**src/rtl/plu_pkg.sv**
```systemverilog
`timescale 1ns / 1ps
`default_nettype none
// ----------------------------------------------------------------------------
// plu_pkg: shared definitions for the positional list engine
// Command op codes, result status codes and fixed field widths.
// ----------------------------------------------------------------------------
package plu_pkg;

	localparam int OP_W     = 3;
	localparam int VALUE_W  = 32;
	localparam int POS_W    = 8;
	localparam int STATUS_W = 2;
	localparam int ITEM_W   = 6;

	localparam logic [OP_W-1:0] OP_INS_HEAD = 3'd0;
	localparam logic [OP_W-1:0] OP_INS_POS  = 3'd1;
	localparam logic [OP_W-1:0] OP_INS_TAIL = 3'd2;
	localparam logic [OP_W-1:0] OP_REMOVE   = 3'd3;
	localparam logic [OP_W-1:0] OP_LIST     = 3'd4;

	localparam logic [STATUS_W-1:0] ST_OK     = 2'd0;
	localparam logic [STATUS_W-1:0] ST_FULL   = 2'd1;
	localparam logic [STATUS_W-1:0] ST_BADPOS = 2'd2;
	localparam logic [STATUS_W-1:0] ST_EMPTY  = 2'd3;

endpackage
`default_nettype wire

```
**src/rtl/plu_ram.sv**
```systemverilog
`timescale 1ns / 1ps
`default_nettype none
// ----------------------------------------------------------------------------
// plu_ram: generic simple dual-port RAM
// One write port and one read port, read data registered.
// ----------------------------------------------------------------------------
module plu_ram #(
	parameter int WIDTH = 32,
	parameter int DEPTH = 16
) (
	input  wire logic                     clk,
	input  wire logic                     wr_en,
	input  wire logic [$clog2(DEPTH)-1:0] wr_addr,
	input  wire logic [WIDTH-1:0]         wr_data,
	input  wire logic                     rd_en,
	input  wire logic [$clog2(DEPTH)-1:0] rd_addr,
	output logic      [WIDTH-1:0]         rd_data
);

	logic [WIDTH-1:0] mem_q [DEPTH];

	always_ff @(posedge clk) begin
		if (wr_en) begin
			mem_q[wr_addr] <= wr_data;
		end
		if (rd_en) begin
			rd_data <= mem_q[rd_addr];
		end
	end

endmodule
`default_nettype wire

```
**src/rtl/plu_step.sv**
```systemverilog
`timescale 1ns / 1ps
`default_nettype none
// ----------------------------------------------------------------------------
// plu_step: shared index step unit
// Steps the working index up or down by one and compares against the bound.
// ----------------------------------------------------------------------------
module plu_step #(
	parameter int IW = 4
) (
	input  wire logic [IW-1:0] idx,
	input  wire logic [IW-1:0] bound,
	input  wire logic          up,
	output logic      [IW-1:0] nxt,
	output logic               hit_nxt,
	output logic               at_end
);

	assign nxt     = up ? (idx + 1'b1) : (idx - 1'b1);
	assign hit_nxt = (nxt == bound);
	assign at_end  = (idx == bound);

endmodule
`default_nettype wire

```
**src/rtl/positional_list_engine_unit.sv**
```systemverilog
`timescale 1ns / 1ps
`default_nettype none
// ----------------------------------------------------------------------------
// positional_list_engine_unit: bounded ordered list of signed 32-bit values
// Insert, append, remove at a position and list-all over a RAM-held list.
// ----------------------------------------------------------------------------
// A command is taken when start is high and busy is low. Commands that fail
// a check (full, bad position, empty) do not raise busy: the status comes
// on done in the next cycle. An insert at position p into a list of n
// entries moves n-p entries and a remove at p moves n-p-1, holding busy
// meanwhile, since each moved entry needs one RAM read and one RAM write
// stepped by a single index unit. List-all reads each entry, then presents
// it, before it reads the next. Every result is shown on done for exactly
// one cycle and the receiver cannot stall it; last marks a command's final
// transfer.
module positional_list_engine_unit
	import plu_pkg::*;
#(
	parameter int CAPACITY = 16
) (
	input  wire logic                       clk,
	input  wire logic                       arst_n,
	input  wire logic                       start,
	output logic                            busy,
	input  wire logic [OP_W-1:0]            op,
	input  wire logic signed [VALUE_W-1:0]  value,
	input  wire logic [POS_W-1:0]           position,
	output logic                            done,
	output logic [STATUS_W-1:0]             status,
	output logic signed [VALUE_W-1:0]       item_value,
	output logic [ITEM_W-1:0]               item_index,
	output logic                            last
);

	localparam int IW = $clog2(CAPACITY);
	localparam int CW = $clog2(CAPACITY + 1);

	typedef enum logic [5:0] {
		S_IDLE = 6'b000001,
		S_RD   = 6'b000010,
		S_WR   = 6'b000100,
		S_FIN  = 6'b001000,
		S_LRD  = 6'b010000,
		S_LOUT = 6'b100000
	} state_t;

	state_t              state_q, state_d;
	logic [CW-1:0]       count_q, count_d;
	logic [IW-1:0]       idx_q, idx_d;
	logic [IW-1:0]       bound_q, bound_d;
	logic                up_q, up_d;
	logic                ins_q, ins_d;
	logic [VALUE_W-1:0]  val_q, val_d;

	logic                emit;
	logic [STATUS_W-1:0] st_d;
	logic [VALUE_W-1:0]  iv_d;
	logic [ITEM_W-1:0]   ii_d;
	logic                last_d;
	logic                done_q;
	logic [STATUS_W-1:0] status_q;
	logic [VALUE_W-1:0]  item_value_q;
	logic [ITEM_W-1:0]   item_index_q;
	logic                last_q;

	logic [IW-1:0]       nxt;
	logic                hit_nxt;
	logic                at_end;

	logic                rd_en, wr_en;
	logic [IW-1:0]       rd_addr, wr_addr;
	logic [VALUE_W-1:0]  wr_data, rd_data;

	logic                accept;
	logic                is_ins;
	logic                full;
	logic [POS_W-1:0]    cnt8;
	logic [POS_W-1:0]    eff_pos;

	plu_step #(.IW(IW)) u_step (
		.idx     (idx_q),
		.bound   (bound_q),
		.up      (up_q),
		.nxt     (nxt),
		.hit_nxt (hit_nxt),
		.at_end  (at_end)
	);

	plu_ram #(.WIDTH(VALUE_W), .DEPTH(CAPACITY)) u_ram (
		.clk     (clk),
		.wr_en   (wr_en),
		.wr_addr (wr_addr),
		.wr_data (wr_data),
		.rd_en   (rd_en),
		.rd_addr (rd_addr),
		.rd_data (rd_data)
	);

	assign busy   = (state_q != S_IDLE);
	assign accept = start && !busy;
	assign is_ins = (op == OP_INS_HEAD) || (op == OP_INS_POS) || (op == OP_INS_TAIL);
	assign full   = (count_q == CW'(CAPACITY));
	assign cnt8   = POS_W'(count_q);

	always_comb begin
		case (op)
			OP_INS_HEAD: eff_pos = '0;
			OP_INS_TAIL: eff_pos = cnt8;
			default:     eff_pos = position;
		endcase
	end

	// Inserts move entries downward from the tail, removes move them upward
	// from the hole; the step unit walks the index toward the bound.
	always_comb begin
		state_d = state_q;
		count_d = count_q;
		idx_d   = idx_q;
		bound_d = bound_q;
		up_d    = up_q;
		ins_d   = ins_q;
		val_d   = val_q;
		emit    = 1'b0;
		st_d    = ST_OK;
		iv_d    = '0;
		ii_d    = '0;
		last_d  = 1'b1;
		rd_en   = 1'b0;
		rd_addr = nxt;
		wr_en   = 1'b0;
		wr_addr = idx_q;
		wr_data = rd_data;
		unique case (state_q)
			S_IDLE: begin
				if (accept) begin
					if (is_ins) begin
						if (full) begin
							emit = 1'b1;
							st_d = ST_FULL;
						end else if (eff_pos > cnt8) begin
							emit = 1'b1;
							st_d = ST_BADPOS;
						end else begin
							idx_d   = IW'(count_q);
							bound_d = IW'(eff_pos);
							up_d    = 1'b0;
							ins_d   = 1'b1;
							val_d   = value;
							state_d = (eff_pos == cnt8) ? S_FIN : S_RD;
						end
					end else if (op == OP_REMOVE) begin
						if (count_q == '0) begin
							emit = 1'b1;
							st_d = ST_EMPTY;
						end else if (position >= cnt8) begin
							emit = 1'b1;
							st_d = ST_BADPOS;
						end else begin
							idx_d   = IW'(position);
							bound_d = IW'(count_q - 1'b1);
							up_d    = 1'b1;
							ins_d   = 1'b0;
							state_d = (({1'b0, position} + 9'd1) == 9'(count_q)) ?
								S_FIN : S_RD;
						end
					end else if (op == OP_LIST) begin
						if (count_q == '0) begin
							emit = 1'b1;
							st_d = ST_EMPTY;
						end else begin
							idx_d   = '0;
							bound_d = IW'(count_q - 1'b1);
							up_d    = 1'b1;
							state_d = S_LRD;
						end
					end
				end
			end
			S_RD: begin
				rd_en   = 1'b1;
				rd_addr = nxt;
				state_d = S_WR;
			end
			S_WR: begin
				wr_en   = 1'b1;
				wr_addr = idx_q;
				wr_data = rd_data;
				idx_d   = nxt;
				state_d = hit_nxt ? S_FIN : S_RD;
			end
			S_FIN: begin
				if (ins_q) begin
					wr_en   = 1'b1;
					wr_data = val_q;
					count_d = count_q + 1'b1;
				end else begin
					count_d = count_q - 1'b1;
				end
				emit    = 1'b1;
				state_d = S_IDLE;
			end
			S_LRD: begin
				rd_en   = 1'b1;
				rd_addr = idx_q;
				state_d = S_LOUT;
			end
			S_LOUT: begin
				emit   = 1'b1;
				iv_d   = rd_data;
				ii_d   = ITEM_W'(idx_q);
				last_d = at_end;
				if (at_end) begin
					state_d = S_IDLE;
				end else begin
					idx_d   = nxt;
					state_d = S_LRD;
				end
			end
			default: state_d = S_IDLE;
		endcase
	end

	always_ff @(posedge clk or negedge arst_n) begin
		if (!arst_n) begin
			state_q <= S_IDLE;
			count_q <= '0;
			done_q  <= 1'b0;
		end else begin
			state_q <= state_d;
			count_q <= count_d;
			done_q  <= emit;
		end
	end

	always_ff @(posedge clk) begin
		idx_q   <= idx_d;
		bound_q <= bound_d;
		up_q    <= up_d;
		ins_q   <= ins_d;
		val_q   <= val_d;
		if (emit) begin
			status_q     <= st_d;
			item_value_q <= iv_d;
			item_index_q <= ii_d;
			last_q       <= last_d;
		end
	end

	assign done       = done_q;
	assign status     = status_q;
	assign item_value = item_value_q;
	assign item_index = item_index_q;
	assign last       = last_q;

endmodule
`default_nettype wire

```
**config.mk**
```make
export PLATFORM = sky130hd
export DESIGN_NAME = positional_list_engine_unit
export DESIGN_NICKNAME = d
export VERILOG_FILES = /design/src/rtl/plu_pkg.sv /design/src/rtl/plu_ram.sv /design/src/rtl/plu_step.sv /design/src/rtl/positional_list_engine_unit.sv
export SDC_FILE = /design/constraint.sdc
export NUM_CORES = 1
export LEC_CHECK = 0
export ABC_AREA = 1
export ABC_CLOCK_PERIOD_IN_PS = 3100
export BUFFER_PORTS_ARGS = -buffer_cell sky130_fd_sc_hd__clkbuf_2
export CAP_MARGIN = 20
export CORE_ASPECT_RATIO = 0.75
export CORE_UTILIZATION = 50
export CTS_CLUSTER_DIAMETER = 200
export DETAILED_ROUTE_END_ITERATION = 8
export PLACE_DENSITY_LB_ADDON = 0.08
export SLEW_MARGIN = 20
export SYNTH_ARGS = -nofsm -noshare
export SYNTH_HDL_FRONTEND = slang
export SYNTH_SLANG_ARGS = --single-unit
```
**constraint.sdc**
```tcl
create_clock -name clk -period 3.1 [get_ports clk]
set_input_delay 0.62 -clock clk [delete_from_list [all_inputs] [get_ports clk]]
set_output_delay 0.62 -clock clk [all_outputs]
set_load 0.1 [all_outputs]
```
==> impl_metrics.json, run 1 <==
{
  "status": "finished clean",
  "grt_overflow": 0,
  "drive_above_1_share_pct": 12.15,
  "crit_path_max_fanout": 5,
  "via_per_inst": 5.328,
  "root_buffer": "clkbuf_16",
  "cts.reportedPaths.clkPinSlew_ns": 0.06,
  "io_pins": 89,
  "via_count": 17920,
  "finalPower_uw": 24740,
  "final-max-slew-violation-count": 0,
  "power.internal_uw": 16130,
  "wl_mm": 67.83,
  "synth_edf_count": 625,
  "cp_slowest_stage_delay_ns": 0.55,
  "row_count": 73,
  "worstSetupPathType": "flip-flop to output pin",
  "clock_sink_count": 637,
  "fp.dieW_um": 271.3,
  "syn2layout_area_growth_pct": 14.85,
  "grt_max_degree": 90,
  "die_y_um": 203.9,
  "power.share.clock_pct": 29.7,
  "hold_viol_final": 0,
  "tns_ns": 0,
  "postPlaceCellArea_um2": 29270,
  "grt_use_total_pct": 24.89,
  "maxCapViolations": 0,
  "rsz0062_at_grt": "no",
  "cts_setup_buffers": 0,
  "p_leak_uw": 0.01260,
  "holdBufCountCts": 1,
  "ys_warn_count": 0,
  "dpl.hpwl_mm": 37.44,
  "synth-seq-cells": 637,
  "cts_buffer_depth": 3,
  "core_area_um2": 53340,
  "ant_nets": 0,
  "drt-initial-drc-count": 1750,
  "grt_first_pass_wirelength_mm": 103.4,
  "worstSetupStartpointType": "flip-flop",
  "grt_pass1_vias": 17300,
  "clock_skew_ns": 0.02706,
  "ir_drop_mv": 0.4933,
  "path_cells": "nand2_1 -> nor3_1 -> inv_1 -> clkbuf_2",
  "powerDensity_nw_per_um2": 792.5,
  "numCtsBuffers": 60,
  "max_clock_freq_mhz": 361.4,
  "setup_viol": 0,
  "critical_path_buf_inv_count": 2,
  "drc": 0,
  "yosysTopAreaCellShare_pct": 69.03,
  "place_inst": 3252,
  "p_comb_share_pct": 30.1,
  "synth_cells": 2474,
  "endpoint_kind": "output pin",
  "antenna_found_initial": 0,
  "critPathTopFamily": "buffers and inverters",
  "start_util_pct": 50.97,
  "first_pass_iters": 7,
  "relSlewSlack_pct": 36.89,
  "cts_resized": 0,
  "pre_cts_slack_ns": 0.08010,
  "fin_cells": 3363,
  "portBuffers": 86,
  "netlist_area_um2": 27190,
  "clk-insertion-delay-late_ns": 0.64,
  "min_path_type": "input pin to flip-flop",
  "worst_pin_slew_ns": 0.9367,
  "wl_per_cell_um": 20.17,
  "cts_tree": "yes",
  "avgSynthCellArea_um2": 10.99,
  "finalWorstSetupSlack_ns": 0.3328,
  "htreeDepth": 2,
  "final_area_um2": 31220,
  "worstPathRequired_ns": 2.48,
  "cp_slowest_cell": "dfstp_2",
  "ys_types": 34,
  "fin_crit_ns": 2.767,
  "ys_top_cells_by_count": "nand2_1 (871), edfxtp_1 (625), nand3_1 (295)",
  "seqPwrFrac_pct": 40.3,
  "die_area_um2": 55320,
  "fillCellCount": 4420,
  "yosysTopAreaCell": "edfxtp_1",
  "synth-async-reset-ratio_pct": 1.884,
  "synth_area_leaders": "edfxtp_1 (69%), nand2_1 (12%), nand3_1 (5.4%)",
  "antennaDiodeCount": 0,
  "synth_most_common_cell": "nand2_1",
  "crit_arrival_ns": 2.15,
  "sw_frac_of_total_pct": 34.81,
  "power_switching_uw": 8614,
  "final_nets": 2665,
  "synth-main-ff-cell": "edfxtp_1",
  "ys_seq_area_share_pct": 70.14,
  "min_period_over_period_pct": 89.26,
  "gp_congestion": 0.8589
}
registers in the layout (all words and copies together), names as in the netlist, 2 cells and up:
register,cells
bound_q,4
count_q,5
idx_q,4
item_index,4
item_value,32
state_q,6
status,2
u_ram.mem_q,512
u_ram.rd_data,32
val_q,32
area by class of cell:
class | instances | area [um^2] | share of cell area (%)
flip-flops and latches | 637 | 19070 | 61.07
multi-input cells | 1433 | 6633 | 21.24
repair buffers | 186 | 1584 | 5.073
clock buffers | 68 | 1531 | 4.905
inverters | 285 | 1099 | 3.518
well taps | 712 | 890.9 | 2.853
clock inverters | 42 | 417.9 | 1.338
stage by stage:
stage | hold WS, ns | util [%]
after detailed placement | 0.5402 | 54.86
after floorplan | 0.3244 | -
after CTS | 0.1187 | 58.54
after global placement | 0.5416 | 54.86
after global routing | 0.1288 | 58.54
final | 0.1521 | 58.54
cell families after synthesis:
family,after synthesis,share of synthesized area (%)
other cells,1,0.01379
flops,637,70.14
xor+xnor,14,0.4510
compound gates,136,3.212
fa+ha+maj,16,0.7640
buf+inv,405,6.369
simple gates,1265,19.05
cells in the final DEF (no fill, tap or decap), types with 4 or more instances in the layout:
cell / instances
o21ai_4: 4
buf_12: 32
clkinv_2: 20
inv_1: 277
nand2_1: 866
edfxtp_1: 625
buf_4: 67
clkbuf_2: 86
nand3_1: 294
ha_1: 15
xnor2_1: 5
nand2_2: 4
nor2_4: 19
clkbuf_16: 60
a21oi_1: 10
inv_6: 4
o22ai_2: 4
clkinv_1: 12
o211ai_1: 64
o22ai_1: 4
nor2_1: 59
clkbuf_1: 8
bufinv_16: 7
xor2_1: 9
o21ai_0: 47
dfrtp_1: 11
nand4_1: 12
worst paths after layout:
check / cells past startpoint / startpoint / to / slack, ns
min in group asynchronous: 2 / arst_n / done / 0.43
worst min register to register: 2 / u_ram.rd_data[21] / item_value[21] / 0.56
max in group asynchronous: 2 / arst_n / state_q[0] / 2.38
worst max-delay path: 4 / state_q[0] / busy / 0.33
worst max register to register: 9 / idx_q[1] / u_ram.rd_data[5] / 0.34
worst min-delay path: 1 / value[19] / val_q[19] / 0.15
power by group through the flow:
stage | clock network [uW] | logic (uW) | registers [uW]
2_1_floorplan | 0 | 4500 | 11000
6_report | 7340 | 7440 | 9960
3_5_place_dp | 0 | 7420 | 10100
3_3_place_gp | 0 | 7350 | 10100
4_1_cts | 7480 | 7450 | 9960
5_1_grt | 7780 | 8150 | 9970
worst reg2reg max path, cell delays in order, from the launching register on:
cell      delay (ns)
edfxtp_1        0.52
inv_1           0.21
fa_1            0.43
xnor2_1         0.39
nand2_1         0.17
o21ai_4         0.15
buf_4           0.36
nand3_1         0.15
nand3_1         0.10
nand2_1         0.06
routing by layer:
metal,vias up,share of wire [%],GRT usage [%]
met2,546,47,40.37
met5,-,0,0
met1,8700,45,35.65
li1,8555,-,-
met3,116,5.5,2.890
met4,0,2.3,7.063
Note: power is estimated with default switching activity, not from simulation.
==> run 2: changes to the inputs <==
--- a/config.mk
+++ b/config.mk
@@ -13,7 +13,7 @@
 export CORE_UTILIZATION = 50
 export CTS_CLUSTER_DIAMETER = 200
 export DETAILED_ROUTE_END_ITERATION = 8
-export PLACE_DENSITY_LB_ADDON = 0.08
+export PLACE_DENSITY = 0.79
 export SLEW_MARGIN = 20
 export SYNTH_ARGS = -nofsm -noshare
 export SYNTH_HDL_FRONTEND = slang
==> impl_metrics.json, run 2 (same netlist as run 1, synthesis figures left out) <==
{
  "worstPathRequired_ns": 3.56,
  "worstSetupStartpointType": "flip-flop",
  "tns_ns": 0,
  "clock_skew_ns": 0.01720,
  "rsz0062_at_grt": "no",
  "clk-insertion-delay-late_ns": 0.60,
  "final_cell_mix": "nand2_1 (866), edfxtp_1 (625), nand3_1 (294), inv_1 (277), clkbuf_2 (86)",
  "antenna_found_initial": 0,
  "fin_crit_ns": 2.797,
  "status": "finished clean",
  "max_clock_freq_mhz": 357.5,
  "cts_tree": "yes",
  "syn2layout_area_growth_pct": 13.99,
  "grt_use_total_pct": 24.25,
  "via_count": 18440,
  "via_per_inst": 5.501,
  "wl_mm": 66.55,
  "grt_max_degree": 104,
  "crit_top_cell": "nand3_1",
  "relSlewSlack_pct": 31.36,
  "drc": 0,
  "largest_register_ffs": 512,
  "top_register": "u_ram.mem_q",
  "fin_cells": 3351,
  "dpl.hpwl_mm": 36.53,
  "cp_slowest_stage_delay_ns": 0.77,
  "start_util_pct": 50.97,
  "final_nets": 2655,
  "wl_per_cell_um": 19.86,
  "final_common_cell": "nand2_1",
  "crit_arrival_ns": 3.26,
  "setup_viol": 0,
  "ir_drop_mv": 0.4822,
  "ant_nets": 0,
  "grt_pass1_vias": 18340,
  "die_y_um": 203.9,
  "numCtsBuffers": 56,
  "portBuffers": 86,
  "hold_viol_final": 0,
  "cts.reportedPaths.clkPinSlew_ns": 0.07,
  "critical_path_buf_inv_count": 2,
  "grt_overflow": 0,
  "path_cells": "inv_1 -> nand2_2 -> nor2_4 -> nand2_2 -> o21ai_4 -> buf_4 -> nand3_1 -> nand3_1 -> nand3_1 -> nand2_1",
  "htreeDepth": 2,
  "critPathTopFamily": "simple AND/OR/NAND/NOR gates",
  "endpoint_kind": "flip-flop",
  "maxCapViolations": 0,
  "crit_path_max_fanout": 27,
  "finalPower_uw": 24110,
  "powerDensity_nw_per_um2": 777.8,
  "io_pins": 89,
  "fp.dieW_um": 271.3,
  "worstSetupPathType": "flip-flop to flip-flop",
  "cts_buffer_depth": 3,
  "cp_slowest_cell": "o21ai_4",
  "root_buffer": "clkbuf_16",
  "drt-initial-drc-count": 2386,
  "final-max-slew-violation-count": 0,
  "die_area_um2": 55320,
  "gp_congestion": 0.8764,
  "min_period_over_period_pct": 90.23,
  "min_path_type": "input pin to flip-flop",
  "grt_first_pass_wirelength_mm": 102.3,
  "drive_above_1_share_pct": 11.52,
  "place_inst": 3246,
  "core_area_um2": 53340,
  "first_pass_iters": 5,
  "worst_pin_slew_ns": 1.023,
  "p_leak_uw": 0.01245,
  "row_count": 73,
  "antennaDiodeCount": 0,
  "cts_setup_buffers": 0,
  "clock_sink_count": 637
}
[run 2: changes by cell type in the layout (fill, tap and decap cells not counted), sizes merged]
cell      change
clkbuf        -3
clkinv        +1
inv           -3
clkinvlp      +2
buf           -6
bufinv        -3
[run 2: routing by layer]
metal / part of all wire (%) / track usage (%) / vias to the layer above
met1: 40 / 33.14 / 8748
li1: - / - / 8525
met5: 0 / 0 / -
met3: 10 / 3.947 / 135
met4: 2.7 / 7.604 / 0
met2: 47 / 39.99 / 1027
[run 2: metrics by stage]
| step | utilization [%] | hold WS (ns) | cell area [um^2] | setup WS (ns) |
|---|---|---|---|---|
| 4_1_cts | 58.10 | 0.1658 | 30990 | 0.3176 |
| 3_3_place_gp | 54.76 | 0.5151 | 29210 | 0.1301 |
| 5_1_grt | 58.10 | 0.1622 | 30990 | 0.1594 |
| 2_1_floorplan | - | 0.3244 | 27320 | -0.4504 |
| 6_report | 58.10 | 0.1872 | 30990 | 0.3029 |
| 3_5_place_dp | 54.76 | 0.5238 | 29210 | 0.1118 |
[run 2: layout make-up]
cell class	instances	area, um^2
clock inverters	39	295.3
repair buffers	180	1526
well taps	712	890.9
flip-flops and latches	637	19070
multi-input cells	1433	6633
fillers	4153	22350
clock buffers	65	1478
inverters	285	1099
[run 2: what timing repair did]
item	in CTS	in global routing
resized for setup	0	0
hold endpoints to repair	11	0
hold buffers	1	0
[run 2: power by group]
part / total [uW] / internal [uW] / switching [uW] / leakage [uW]
combinational: 7370 / 2050 / 5320 / 0.00577
clock: 6780 / 3740 / 3040 / 0.000875
sequential: 9960 / 9880 / 79.4 / 0.00581
[run 2: path summary, 6_finish.rpt]
path,startpoint,to,slack (ns),cells after the start
setup / recovery,state_q[2],u_ram.rd_data[11],0.30,10
hold / removal,value[18],val_q[18],0.19,1
setup reg to reg,state_q[2],u_ram.rd_data[11],0.30,10
hold reg to reg,count_q[4],count_q[4],0.54,1
max in group asynchronous,arst_n,state_q[0],2.30,2
min in group asynchronous,arst_n,state_q[2],0.48,2
